===== src/dda_pkg.sv =====
package dda_pkg;

   // fixed widths of the configuration registers and the input coordinates
   localparam int CFG_BITS = 13;
   localparam int IN_BITS  = 13;

   localparam logic [CFG_BITS-1:0] SCREEN_WIDTH_RESET  = 13'd640;
   localparam logic [CFG_BITS-1:0] SCREEN_HEIGHT_RESET = 13'd480;

   // configuration register indexes
   localparam logic CSR_SCREEN_WIDTH  = 1'b0;
   localparam logic CSR_SCREEN_HEIGHT = 1'b1;

   // request opcodes
   localparam logic OP_START   = 1'b0;
   localparam logic OP_ADVANCE = 1'b1;

   typedef enum logic [5:0] {
      ST_IDLE      = 6'b000001,
      ST_CLAMP     = 6'b000010,
      ST_SETUP     = 6'b000100,
      ST_DIV       = 6'b001000,
      ST_START_OUT = 6'b010000,
      ST_ADV       = 6'b100000
   } dda_state_type;

endpackage


===== src/dda_line_rasterizer_unit.sv =====
// DDA line rasterizer. A start word (opcode 0) carries both endpoints; each is clamped to
// the screen size held in the two configuration registers, and the response is the first
// pixel. Every advance word (opcode 1) then steps the major axis by one toward the second
// endpoint, adds the Q.16 slope to the minor accumulator and returns the next pixel, with
// line_done set on the last one; an advance with no line in progress returns a word with
// pixel_valid low. A start word is clamped, then its major axis is picked, then the restoring
// divider forms the slope one quotient bit per cycle, and the response is issued once the
// output register is free. A degenerate line skips the divider. An advance word also waits
// for a free output register before it issues its response. The request side accepts one
// word at a time, but a response waiting in the output register does not hold up the next
// request.
module dda_line_rasterizer_unit
   import dda_pkg::*;
#(
   parameter int COORD_BITS = 12,
   parameter int FRAC_BITS  = 16
) (
   input  logic                  clock,
   input  logic                  reset,

   input  logic                  csr_we,
   input  logic                  csr_index,
   input  logic [CFG_BITS-1:0]   csr_wdata,

   input  logic                  req_valid,
   output logic                  req_ready,
   input  logic                  req_opcode,
   input  logic [IN_BITS-1:0]    req_x_start,
   input  logic [IN_BITS-1:0]    req_y_start,
   input  logic [IN_BITS-1:0]    req_x_end,
   input  logic [IN_BITS-1:0]    req_y_end,

   output logic                  rsp_valid,
   input  logic                  rsp_ready,
   output logic [COORD_BITS-1:0] rsp_pixel_x,
   output logic [COORD_BITS-1:0] rsp_pixel_y,
   output logic                  rsp_pixel_valid,
   output logic                  rsp_line_done
);

   localparam int LIM_W = (CFG_BITS > COORD_BITS + 1) ? CFG_BITS : COORD_BITS + 1;
   localparam int NUM_W = COORD_BITS + FRAC_BITS;
   localparam int CNT_W = $clog2(NUM_W);
   localparam int ACC_W = COORD_BITS + FRAC_BITS + 2;

   localparam logic [LIM_W-1:0]        MAX_DIM = LIM_W'(1) << COORD_BITS;
   localparam logic signed [ACC_W-1:0] HALF    = ACC_W'(1) << (FRAC_BITS - 1);
   localparam logic signed [ACC_W-1:0] ONE     = ACC_W'(1) << FRAC_BITS;

   function automatic logic [COORD_BITS-1:0] clamp_coord(
      input logic [IN_BITS-1:0]  v,
      input logic [CFG_BITS-1:0] dim
   );
      logic [LIM_W-1:0] lim;
      logic [LIM_W-1:0] res;
      lim = LIM_W'(dim);
      if (lim == '0) begin
         lim = LIM_W'(1);
      end
      if (lim > MAX_DIM) begin
         lim = MAX_DIM;
      end
      res = (LIM_W'(v) >= lim) ? lim - LIM_W'(1) : LIM_W'(v);
      return res[COORD_BITS-1:0];
   endfunction

   dda_state_type state_ff, state_in;

   logic [CFG_BITS-1:0] screen_width_ff, screen_width_in;
   logic [CFG_BITS-1:0] screen_height_ff, screen_height_in;

   logic [IN_BITS-1:0] raw_x1_ff, raw_x1_in, raw_y1_ff, raw_y1_in;
   logic [IN_BITS-1:0] raw_x2_ff, raw_x2_in, raw_y2_ff, raw_y2_in;

   logic [COORD_BITS-1:0] x1_ff, x1_in, y1_ff, y1_in, x2_ff, x2_in, y2_ff, y2_in;

   logic [COORD_BITS-1:0] minor_start_ff, minor_start_in;
   logic                  minor_neg_ff, minor_neg_in;
   logic [COORD_BITS-1:0] major_len_ff, major_len_in;

   logic [NUM_W-1:0]      num_ff, num_in;
   logic [COORD_BITS-1:0] rem_ff, rem_in;
   logic [CNT_W-1:0]      cnt_ff, cnt_in;

   logic                    line_active_ff, line_active_in;
   logic                    major_is_x_ff, major_is_x_in;
   logic                    step_neg_ff, step_neg_in;
   logic [COORD_BITS-1:0]   major_pos_ff, major_pos_in;
   logic [COORD_BITS-1:0]   major_tgt_ff, major_tgt_in;
   logic signed [ACC_W-1:0] acc_ff, acc_in;
   logic signed [ACC_W-1:0] slope_ff, slope_in;

   logic                  rsp_valid_ff, rsp_valid_in;
   logic [COORD_BITS-1:0] rsp_pixel_x_ff, rsp_pixel_x_in;
   logic [COORD_BITS-1:0] rsp_pixel_y_ff, rsp_pixel_y_in;
   logic                  rsp_pixel_valid_ff, rsp_pixel_valid_in;
   logic                  rsp_line_done_ff, rsp_line_done_in;

   logic                    out_free;
   logic                    rsp_load;
   logic [COORD_BITS-1:0]   adx, ady;
   logic                    x_major;
   logic [COORD_BITS:0]     trial;
   logic                    trial_ge;
   logic [COORD_BITS-1:0]   rem_next;
   logic [NUM_W-1:0]        num_next;
   logic signed [ACC_W-1:0] slope_mag;
   logic signed [ACC_W-1:0] acc_next;
   logic [COORD_BITS-1:0]   minor_now;
   logic [COORD_BITS-1:0]   pos_next;
   logic                    pos_done;
   logic signed [ACC_W-1:0] slope_abs;

   assign out_free  = !rsp_valid_ff || rsp_ready;
   assign req_ready = (state_ff == ST_IDLE);

   // axis selection from the clamped endpoints
   assign adx     = (x2_ff >= x1_ff) ? x2_ff - x1_ff : x1_ff - x2_ff;
   assign ady     = (y2_ff >= y1_ff) ? y2_ff - y1_ff : y1_ff - y2_ff;
   assign x_major = adx > ady;

   // one restoring divide step: a quotient bit shifts into num_ff as the dividend leaves
   assign trial     = {rem_ff, num_ff[NUM_W-1]};
   assign trial_ge  = trial >= {1'b0, major_len_ff};
   assign rem_next  = trial_ge ? COORD_BITS'(trial - {1'b0, major_len_ff})
                               : trial[COORD_BITS-1:0];
   assign num_next  = {num_ff[NUM_W-2:0], trial_ge};
   assign slope_mag = ACC_W'(num_next[FRAC_BITS:0]);

   // advance step
   assign acc_next  = acc_ff + slope_ff;
   assign minor_now = acc_next[ACC_W-1] ? '0 : acc_next[FRAC_BITS +: COORD_BITS];
   assign pos_next  = step_neg_ff ? major_pos_ff - COORD_BITS'(1)
                                  : major_pos_ff + COORD_BITS'(1);
   assign pos_done  = (pos_next == major_tgt_ff);

   assign slope_abs = slope_ff[ACC_W-1] ? -slope_ff : slope_ff;

   always_comb begin
      state_in           = state_ff;
      screen_width_in    = screen_width_ff;
      screen_height_in   = screen_height_ff;
      raw_x1_in          = raw_x1_ff;
      raw_y1_in          = raw_y1_ff;
      raw_x2_in          = raw_x2_ff;
      raw_y2_in          = raw_y2_ff;
      x1_in              = x1_ff;
      y1_in              = y1_ff;
      x2_in              = x2_ff;
      y2_in              = y2_ff;
      minor_start_in     = minor_start_ff;
      minor_neg_in       = minor_neg_ff;
      major_len_in       = major_len_ff;
      num_in             = num_ff;
      rem_in             = rem_ff;
      cnt_in             = cnt_ff;
      line_active_in     = line_active_ff;
      major_is_x_in      = major_is_x_ff;
      step_neg_in        = step_neg_ff;
      major_pos_in       = major_pos_ff;
      major_tgt_in       = major_tgt_ff;
      acc_in             = acc_ff;
      slope_in           = slope_ff;
      rsp_load           = 1'b0;
      rsp_pixel_x_in     = rsp_pixel_x_ff;
      rsp_pixel_y_in     = rsp_pixel_y_ff;
      rsp_pixel_valid_in = rsp_pixel_valid_ff;
      rsp_line_done_in   = rsp_line_done_ff;

      if (csr_we) begin
         case (csr_index)
            CSR_SCREEN_WIDTH:  screen_width_in  = csr_wdata;
            CSR_SCREEN_HEIGHT: screen_height_in = csr_wdata;
            default: ;
         endcase
      end

      case (state_ff)
         ST_IDLE: begin
            if (req_valid) begin
               raw_x1_in = req_x_start;
               raw_y1_in = req_y_start;
               raw_x2_in = req_x_end;
               raw_y2_in = req_y_end;
               state_in  = (req_opcode == OP_START) ? ST_CLAMP : ST_ADV;
            end
         end
         ST_CLAMP: begin
            x1_in    = clamp_coord(raw_x1_ff, screen_width_ff);
            y1_in    = clamp_coord(raw_y1_ff, screen_height_ff);
            x2_in    = clamp_coord(raw_x2_ff, screen_width_ff);
            y2_in    = clamp_coord(raw_y2_ff, screen_height_ff);
            state_in = ST_SETUP;
         end
         ST_SETUP: begin
            major_is_x_in = x_major;
            if (x_major) begin
               major_pos_in   = x1_ff;
               major_tgt_in   = x2_ff;
               step_neg_in    = x2_ff < x1_ff;
               minor_neg_in   = y2_ff < y1_ff;
               minor_start_in = y1_ff;
               major_len_in   = adx;
               num_in         = NUM_W'(ady) << FRAC_BITS;
            end else begin
               major_pos_in   = y1_ff;
               major_tgt_in   = y2_ff;
               step_neg_in    = y2_ff < y1_ff;
               minor_neg_in   = x2_ff < x1_ff;
               minor_start_in = x1_ff;
               major_len_in   = ady;
               num_in         = NUM_W'(adx) << FRAC_BITS;
            end
            rem_in = '0;
            cnt_in = CNT_W'(NUM_W - 1);
            // both endpoints equal: no slope needed
            state_in = ((x_major ? adx : ady) == '0) ? ST_START_OUT : ST_DIV;
         end
         ST_DIV: begin
            rem_in = rem_next;
            num_in = num_next;
            if (cnt_ff == '0) begin
               slope_in = minor_neg_ff ? -slope_mag : slope_mag;
               state_in = ST_START_OUT;
            end else begin
               cnt_in = cnt_ff - CNT_W'(1);
            end
         end
         ST_START_OUT: begin
            if (out_free) begin
               rsp_load           = 1'b1;
               rsp_pixel_x_in     = x1_ff;
               rsp_pixel_y_in     = y1_ff;
               rsp_pixel_valid_in = 1'b1;
               if (major_len_ff == '0) begin
                  rsp_line_done_in = 1'b1;
                  line_active_in   = 1'b0;
                  slope_in         = '0;
                  acc_in           = '0;
               end else begin
                  rsp_line_done_in = 1'b0;
                  line_active_in   = 1'b1;
                  acc_in           = (ACC_W'(minor_start_ff) << FRAC_BITS) + HALF;
               end
               state_in = ST_IDLE;
            end
         end
         ST_ADV: begin
            if (out_free) begin
               rsp_load = 1'b1;
               if (line_active_ff) begin
                  major_pos_in       = pos_next;
                  acc_in             = acc_next;
                  line_active_in     = !pos_done;
                  rsp_pixel_x_in     = major_is_x_ff ? pos_next : minor_now;
                  rsp_pixel_y_in     = major_is_x_ff ? minor_now : pos_next;
                  rsp_pixel_valid_in = 1'b1;
                  rsp_line_done_in   = pos_done;
               end else begin
                  rsp_pixel_x_in     = '0;
                  rsp_pixel_y_in     = '0;
                  rsp_pixel_valid_in = 1'b0;
                  rsp_line_done_in   = 1'b0;
               end
               state_in = ST_IDLE;
            end
         end
         default: state_in = ST_IDLE;
      endcase

      if (rsp_load) begin
         rsp_valid_in = 1'b1;
      end else if (rsp_ready) begin
         rsp_valid_in = 1'b0;
      end else begin
         rsp_valid_in = rsp_valid_ff;
      end
   end

   always_ff @(posedge clock) begin
      if (reset) begin
         state_ff         <= ST_IDLE;
         screen_width_ff  <= SCREEN_WIDTH_RESET;
         screen_height_ff <= SCREEN_HEIGHT_RESET;
         line_active_ff   <= 1'b0;
         rsp_valid_ff     <= 1'b0;
      end else begin
         state_ff         <= state_in;
         screen_width_ff  <= screen_width_in;
         screen_height_ff <= screen_height_in;
         line_active_ff   <= line_active_in;
         rsp_valid_ff     <= rsp_valid_in;
      end
   end

   always_ff @(posedge clock) begin
      raw_x1_ff          <= raw_x1_in;
      raw_y1_ff          <= raw_y1_in;
      raw_x2_ff          <= raw_x2_in;
      raw_y2_ff          <= raw_y2_in;
      x1_ff              <= x1_in;
      y1_ff              <= y1_in;
      x2_ff              <= x2_in;
      y2_ff              <= y2_in;
      minor_start_ff     <= minor_start_in;
      minor_neg_ff       <= minor_neg_in;
      major_len_ff       <= major_len_in;
      num_ff             <= num_in;
      rem_ff             <= rem_in;
      cnt_ff             <= cnt_in;
      major_is_x_ff      <= major_is_x_in;
      step_neg_ff        <= step_neg_in;
      major_pos_ff       <= major_pos_in;
      major_tgt_ff       <= major_tgt_in;
      acc_ff             <= acc_in;
      slope_ff           <= slope_in;
      rsp_pixel_x_ff     <= rsp_pixel_x_in;
      rsp_pixel_y_ff     <= rsp_pixel_y_in;
      rsp_pixel_valid_ff <= rsp_pixel_valid_in;
      rsp_line_done_ff   <= rsp_line_done_in;
   end

   assign rsp_valid       = rsp_valid_ff;
   assign rsp_pixel_x     = rsp_pixel_x_ff;
   assign rsp_pixel_y     = rsp_pixel_y_ff;
   assign rsp_pixel_valid = rsp_pixel_valid_ff;
   assign rsp_line_done   = rsp_line_done_ff;

   a_div_nonzero: assert property (@(posedge clock) disable iff (reset)
      (state_ff == ST_DIV) |-> (major_len_ff != '0))
      else $error("divider running with a zero major length");

   a_rem_bound: assert property (@(posedge clock) disable iff (reset)
      (state_ff == ST_DIV) |-> (rem_ff < major_len_ff))
      else $error("divider remainder not below divisor");

   a_done_ends_line: assert property (@(posedge clock) disable iff (reset)
      (rsp_load && rsp_line_done_in) |=> !line_active_ff)
      else $error("line still active after its last pixel");

   a_slope_bound: assert property (@(posedge clock) disable iff (reset)
      line_active_ff |-> (slope_abs <= ONE))
      else $error("slope magnitude above one pixel per step");

endmodule

===== config.mk =====
export PLATFORM = sky130hd
export DESIGN_NAME = dda_line_rasterizer_unit
export DESIGN_NICKNAME = d
export VERILOG_FILES = /design/src/dda_pkg.sv /design/src/dda_line_rasterizer_unit.sv
export SDC_FILE = /design/constraint.sdc
export NUM_CORES = 1
export LEC_CHECK = 0
export BUFFER_PORTS_ARGS = -buffer_cell sky130_fd_sc_hd__buf_4
export CAP_MARGIN = 10
export CORE_MARGIN = 10
export CORE_UTILIZATION = 45
export CTS_CLUSTER_DIAMETER = 100
export CTS_CLUSTER_SIZE = 25
export DETAILED_ROUTE_END_ITERATION = 10
export PLACE_DENSITY = 0.58
export SKIP_LAST_GASP = 1
export SYNTH_ARGS = -nofsm -noshare
export SYNTH_HDL_FRONTEND = slang
export SYNTH_SLANG_ARGS = --single-unit
export TNS_END_PERCENT = 5

===== constraint.sdc =====
create_clock -name clock -period 5.37 [get_ports clock]
set_clock_uncertainty 0.2 [all_clocks]
set_input_delay 1.074 -clock clock [delete_from_list [all_inputs] [get_ports clock]]
set_output_delay 1.074 -clock clock [all_outputs]
set_load 0.02 [all_outputs]

==> summary.txt, run 1 <==
Status
  – Status: finished clean

Clock tree
  – CTS sink cnt: 316
  – Clock-pin slew on the worst setup and hold paths: 110 ps
  – Worst-case clock buffer depth: 3
  – Maximum level of the CTS H-tree: 1
  – TritonCTS Buffers: 17
  – Worst-Skew Late Latency: 540 ps
  – CTS root buf: clkbuf_16
  – CTS tree: yes

Placed design
  – GPL Wtd Cong: 0.951
  – Placed Area: 21,300 um^2
  – Port Buffers: 99
  – DP HPWL: 43,200 um
  – Post-placement cell count: 2,602

Power
  – Sw Pwr: 1.57 mW
  – Leakage: 8.80 nW
  – Switching share of power: 0.287
  – VDD IR-drop max: 0.000181 V
  – Clock share of power: 0.270
  – Pwr Total: 5.46 mW
  – PD cells: 250 nW/um^2
  – Proportion of power drawn by combinational gates: 0.203
  – Int Power: 3.90 mW
  – Seq pwr share: 0.527

STA
  – Endpoints failing hold: 0
  – Worst slew pin tran: 1180 ps
  – Fin crit period: 5270 ps
  – Final setup viols: 0
  – Final worst-path cycle share: 0.982
  – Max Slew Vio Count: 0
  – Slew headroom: 0.207
  – RSZ-0062 raised after global routing: yes
  – Max frequency: 190 MHz

GRT
  – GRT overflow: 0
  – Pin count of the biggest net entering global routing: 64
  – Gr usage total: 0.203
  – Vias in the first global route: 14,700
  – First-pass GRT wire length: 84,400 um
  – Initial antenna violation count: 0

Critical path
  – CP cell instances: inv_1 > ha_1 > inv_1 > fa_1 > a211oi_4 > o211ai_2 > a31oi_4 > nand2_4 > o31ai_1 > xor2_1 > buf_4 > ha_1 > nand3_1 > nor2_1 > nand2_1 > or3_2 > nand2_2 > buf_4 > and3_2 > a32oi_1 > nor4_2 > nand4_1 > and3_1
  – Family with the most delay on the worst path: simple AND/OR/NAND/NOR gates
  – CP Max Fanout: 16
  – Worst EP arrival: 5510 ps
  – R2r startpoint: y2_ff[0]
  – Max stage delay cell, worst path: or3_2
  – Critical path type: flop to flop
  – Worst setup SP type: flop
  – CP max stage delay: 460 ps
  – Critical Path RT: 5610 ps
  – Worst Setup End Kind: flop
  – Crit path buf inv count: 4
  – Critical path startpoint: y2_ff[0]

Drt
  – Routed via count: 14,800
  – Final wirelength: 54,800 um
  – Antenna Nets Post-Route: 0
  – Via density: 5.62
  – Router iterations before antenna repair: 6
  – Drc violations: 0
  – Starting DRT DRC Count: 1,156
  – Wire length per cell: 20.8 um

Final layout
  – Finished Core Util: 0.506
  – Ant diodes: 0
  – Share of cells above drive strength 1: 0.132
  – Final Non-Filler Cells: 2,631
  – # fillers: 4,035
  – Area Overhead vs Synth: 10.9%
  – Final instance area: 21,800 um^2
  – Nets: 2,281

Logic synthesis
  – Mapped Cells: 1,931
  – Mean Syn Cell Area: 10.2 um^2
  – Sequential area share after synthesis: 0.465
  – Synth Cell Area: 19,700 um^2
  – Synth warnings: 0
  – Post-Syn Nets: 2,175
  – Ys flop type: edfxtp_1
  – Asr flop ratio synth: 0
  – Seq cells post-synth: 316
  – Library cells used by synthesis: 93
  – EDFF count, synth: 282

Die
  – FP Rows: 76
  – Chip Height: 229 um
  – I/O Pins: 100
  – Core Area: 43,200 um^2
  – Die ar.: 52,500 um^2
  – Die Width: 229 um
  – Initial core utilization: 0.456

Job
  – Max Cap Viol: 0

Min path
  – Hold Crit Start: screen_width_ff[6]
  – Hold crit path type: flop to flop
==> what timing repair did <==
item                                    in CTS  in global routing
endpoints found under the setup margin       0                 12
gates resized for setup                      0                  4
setup buffers                                0                  1
hold buffers                                 0                  0
==> worst register-to-register path: stages (launching register included) <==
cell	delay, ps
edfxtp_1	430
inv_1	100
ha_1	230
inv_1	70
fa_1	440
a211oi_4	260
o211ai_2	170
a31oi_4	310
nand2_4	180
o31ai_1	320
xor2_1	110
buf_4	160
ha_1	280
nand3_1	100
nor2_1	120
nand2_1	80
or3_2	460
nand2_2	100
buf_4	240
and3_2	210
a32oi_1	60
nor4_2	210
nand4_1	120
and3_1	220
==> power groups by stage <==
| stage | clock network, mW | registers [mW] | logic, mW |
|---|---|---|---|
| finish | 1.47 | 2.88 | 1.11 |
| global route | 1.61 | 2.89 | 1.24 |
| CTS | 1.52 | 2.88 | 1.11 |
| detailed placement | 0 | 2.94 | 1.10 |
| global placement | 0 | 2.94 | 1.10 |
| floorplan | 0 | 2.91 | 0.720 |
==> cell type report <==
cell class | count | area, um^2 | area share
Multi-Input combinational cell | 1428 | 9820 | 0.450
Sequential cell | 316 | 9150 | 0.419
Timing Repair Buffer | 153 | 1150 | 0.0528
Tap cell | 585 | 732 | 0.0335
Clock buffer | 24 | 482 | 0.0221
Inverter | 121 | 454 | 0.0208
Clock inverter | 4 | 36.3 | 0.00166
==> sequential cells by signal, indices dropped and copies added, names as in the netlist, 13 cells and up <==
register / flops
acc_ff: 30
num_ff: 28
raw_x1_ff: 13
raw_x2_ff: 13
raw_y1_ff: 13
raw_y2_ff: 13
screen_height_ff: 13
screen_width_ff: 13
slope_ff: 30
==> path summary, 6_finish.rpt <==
check / cells past startpoint / slack (ps) / end
max: 23 / 100 / state_ff[3]
min: 2 / 280 / screen_width_ff[6]
max reg2reg: 23 / 100 / state_ff[3]
min reg2reg: 2 / 280 / screen_width_ff[6]
==> layer usage <==
layer | up-vias | global-route usage | part of all wire
met5 | - | 0 | 0
met4 | 0 | 0.0486 | 0.023
met3 | 64 | 0.0248 | 0.043
met2 | 400 | 0.350 | 0.48
met1 | 7096 | 0.266 | 0.45
li1 | 7232 | - | -
==> synthesized netlist by cell type (17+ instances only) <==
master	n	area share
ha_1	165	0.10
inv_1	117	0.022
nand4_1	17	0.0054
nor2b_1	20	0.0064
a21o_1	55	0.021
edfxtp_1	282	0.43
nand2b_1	25	0.0079
mux2_2	40	0.023
xnor2_1	52	0.023
and2_1	22	0.0070
nor3_1	34	0.0086
nand3_1	46	0.012
xor2_1	42	0.019
mux2i_1	31	0.016
dfxtp_1	34	0.035
a21oi_1	160	0.041
o21ai_0	121	0.031
nand2_1	218	0.042
clkbuf_1	48	0.0092
nor2_1	141	0.027
==> cell usage in the layout, fill, tap and decap left out, drive strengths merged, types with 5 or more instances in the layout <==
cell type | netlist | layout
edfxtp | 282 | 282
nand2 | 220 | 220
ha | 165 | 165
a21oi | 162 | 162
buf | 18 | 153
nor2 | 143 | 143
o21ai | 133 | 133
inv | 118 | 122
a21o | 58 | 58
xnor2 | 53 | 53
nand3 | 47 | 47
xor2 | 43 | 43
mux2 | 42 | 42
dfxtp | 34 | 34
nor3 | 34 | 34
mux2i | 32 | 32
nand2b | 25 | 25
clkbuf | 48 | 24
and2 | 22 | 22
nor2b | 20 | 20
nand4 | 17 | 17
a211oi | 16 | 16
o21a | 14 | 14
o221ai | 14 | 14
and3 | 14 | 14
nor4 | 13 | 13
a22oi | 12 | 12
a31oi | 11 | 11
o21bai | 9 | 9
o31ai | 9 | 9
nor3b | 9 | 9
or3 | 8 | 8
o211ai | 8 | 8
fa | 7 | 7
a31o | 6 | 6
or2 | 6 | 6
nand3b | 5 | 5
a221o | 5 | 5
==> cell families (layout without fill, tap and decap cells) <==
kind of cell               count (synthesis)  count (layout)  share of synthesized area
xor gates and xnor gates                  96              96                     0.0441
and+or+nand+nor                          592             592                      0.141
DFF                                      316             316                      0.465
buffers and inverters                    187             302                     0.0383
muxes                                     74              74                     0.0409
adders and majority gates                172             172                      0.112
AOI/OAI and AO/OA                        494             494                      0.159
==> metrics by stage <==
stage	setup WS, ps	hold WS, ps	TNS, ps
CTS	55.0	281	0
detailed placement	85.2	270	0
floorplan	444	249	0
finish	96.5	281	0
global placement	151	265	0
global route	-125	310	-185
Note: power is estimated with default switching activity, not from simulation.
==> inputs of run 2 (changes only) <==
--- a/config.mk
+++ b/config.mk
@@ -9,6 +9,7 @@
 export CAP_MARGIN = 10
 export CORE_MARGIN = 10
 export CORE_UTILIZATION = 45
+export CTS_BUF_LIST = sky130_fd_sc_hd__clkbuf_16
 export CTS_CLUSTER_DIAMETER = 100
 export CTS_CLUSTER_SIZE = 25
 export DETAILED_ROUTE_END_ITERATION = 10
==> run 2 against run 1 <==
Critical path type unchanged. Routed wire length barely moved. Cell count rose by 0.34%. Clock power fell by 3%. Global-route usage barely moved. Worst hold slack barely moved. Final area rose by 0.24%. Clock-buffer cell count fell by 7. Combinational power barely moved. Largest cell class unchanged.
==> summary.txt, run 2 (synthesis gave the netlist of run 1 again) <==
Final layout
  – Ant diodes: 0 (unchanged)
  – Top Registers: acc_ff (30), slope_ff (30), num_ff (28)
  – # fillers: 4,027 (-0.20%)
  – Final instance area: 21,900 um^2 (+0.24%)
  – Commonest non-fill, non-tap cells in the layout: edfxtp_1 (282), nand2_1 (218), ha_1 (165), a21oi_1 (159), buf_4 (159)
  – Final Non-Filler Cells: 2,640 (+0.34%)
  – Area Overhead vs Synth: 11.2%
  – Commonest non-fill, non-tap cell in the layout: edfxtp_1
  – Nets: 2,290 (+0.39%)
  – Share of cells above drive strength 1: 0.137 (+0.00477)

Critical path
  – Critical Path RT: 5610 ps (about the same)
  – Worst Setup End Kind: flop
  – Critical path startpoint: y2_ff[0]
  – Critical path type: flop to flop
  – Worst R2R End: state_ff[3]
  – R2R depth: 24 (+4.3%)
  – CP Capture Point: state_ff[3]
  – Worst EP arrival: 5410 ps (-100 ps)
  – CP Max Fanout: 16 (unchanged)
  – Flop-to-flop setup slack: 200 ps (+100 ps)
  – Worst setup SP type: flop
  – R2r startpoint: y2_ff[0]

STA
  – Final setup viols: 0 (unchanged)
  – Slew headroom: 0.205 (-0.00192)
  – Endpoints failing hold: 0 (unchanged)
  – Fin crit period: 5170 ps (-101 ps)
  – Worst slew pin tran: 1180 ps (+2.87 ps)
  – Max Slew Vio Count: 0 (unchanged)
  – Max frequency: 193 MHz (+1.9%)
  – Final worst-path cycle share: 0.963 (-0.0188)

Drt
  – Starting DRT DRC Count: 1,184 (+2.4%)
  – Final wirelength: 54,800 um (about the same)
  – Router iterations before antenna repair: 6 (unchanged)
  – Antenna Nets Post-Route: 0 (unchanged)
  – Wire length per cell: 20.8 um (-0.39%)
  – Drc violations: 0 (unchanged)
  – Routed via count: 14,800 (+0.041%)
  – Via density: 5.61 (-0.30%)

Die
  – Core Area: 43,200 um^2 (unchanged)
  – Die ar.: 52,500 um^2 (unchanged)
  – Die Width: 229 um (unchanged)
  – I/O Pins: 100 (unchanged)
  – Initial core utilization: 0.456 (unchanged)
  – Chip Height: 229 um (unchanged)
  – FP Rows: 76 (unchanged)

GRT
  – First-pass GRT wire length: 84,400 um (about the same)
  – GRT overflow: 0 (unchanged)
  – Initial antenna violation count: 0 (unchanged)
  – Vias in the first global route: 14,700 (+0.075%)
  – Gr usage total: 0.203 (about the same)
  – Pin count of the biggest net entering global routing: 64 (unchanged)

Clock tree
  – CTS sink cnt: 316 (unchanged)
  – TritonCTS Buffers: 17 (unchanged)
  – Worst-Skew Late Latency: 540 ps (about the same)
  – Worst-case clock buffer depth: 3 (unchanged)
  – CTS tree: yes
  – Maximum level of the CTS H-tree: 1 (unchanged)
  – CTS root buf: clkbuf_16
  – Clock-pin slew on the worst setup and hold paths: 100 ps (about the same)

Placed design
  – Placed Area: 21,300 um^2 (unchanged)
  – GPL Wtd Cong: 0.951 (unchanged)
  – DP HPWL: 43,200 um (unchanged)
  – Post-placement cell count: 2,602 (unchanged)
  – Port Buffers: 99 (unchanged)

Power
  – PD cells: 248 nW/um^2 (-0.91%)
  – Leakage: 8.85 nW (+0.61%)
  – Pwr Total: 5.43 mW (-0.67%)
  – VDD IR-drop max: 0.000182 V (+0.66%)

Min path
  – Hold Crit Start: screen_width_ff[6]
  – Hold crit path type: flop to flop

Job
  – Max Cap Viol: 0 (unchanged)

Status
  – Status: finished clean
## run 2: worst min path at each step
stage,to,cells after the start
floorplan,screen_width_ff[6],2
global placement,screen_width_ff[0],2
detailed placement,screen_width_ff[6],2
CTS,screen_width_ff[6],2
global route,screen_width_ff[10],2
finish,screen_width_ff[6],2
## run 2: what timing repair did
| item | 4_1_cts | 5_1_grt |
|---|---|---|
| setup endpoints to repair | 0 | 12 |
| resized for setup | 0 | 8 |
| hold buffers | 0 | 0 |
| setup buffers | 0 | 9 |
## run 2: worst max-delay path: stages (launching register included)
cell	delay, ps
edfxtp_1	430
inv_1	100
ha_1	230
inv_1	80
fa_2	380
a211oi_4	250
o211ai_2	170
a31oi_4	340
nand2_4	130
o211ai_1	120
o31ai_2	100
xor2_1	170
buf_4	160
ha_1	280
nand3_1	100
nor2_1	120
nand2_1	80
or3_2	460
nand2_2	110
buf_6	190
and3_2	190
a32oi_1	60
nor4_2	280
nand4_1	120
and3_1	230
## run 2: where the power goes
part / leakage [nW] / internal, mW / switching, mW / total (mW)
clock network: 0.261 / 0.597 / 0.835 / 1.43
registers: 2.91 / 2.82 / 0.0629 / 2.88
logic: 5.67 / 0.442 / 0.675 / 1.12
total: 8.85 / 3.85 / 1.57 / 5.43
## run 2: area by class of cell
class                      count  area, um^2  share of cell area
tap                          585         732              0.0335
sequential                   316        9150               0.418
multi-input combinational   1429        9840               0.450
clock buffer                  17         425              0.0194
inverter                     121         454              0.0208
clock inverter                11        62.6             0.00286
timing repair buffer         161        1220              0.0556
## run 2: through the flow
stage	setup WS [ps]	TNS, ps	hold WS (ps)	util
after floorplan	444	0	249	-
after global routing	-23.5	-23.5	310	0.507
after CTS	55.3	0	281	0.504
after global placement	151	0	265	0.493
final	197	0	281	0.507
after detailed placement	85.2	0	270	0.493
## run 2: layer usage
metal	wire length [um]	track usage
met1	25000	0.267
met2	26200	0.349
met3	2330	0.0248
met4	1230	0.0486
met5	0	0
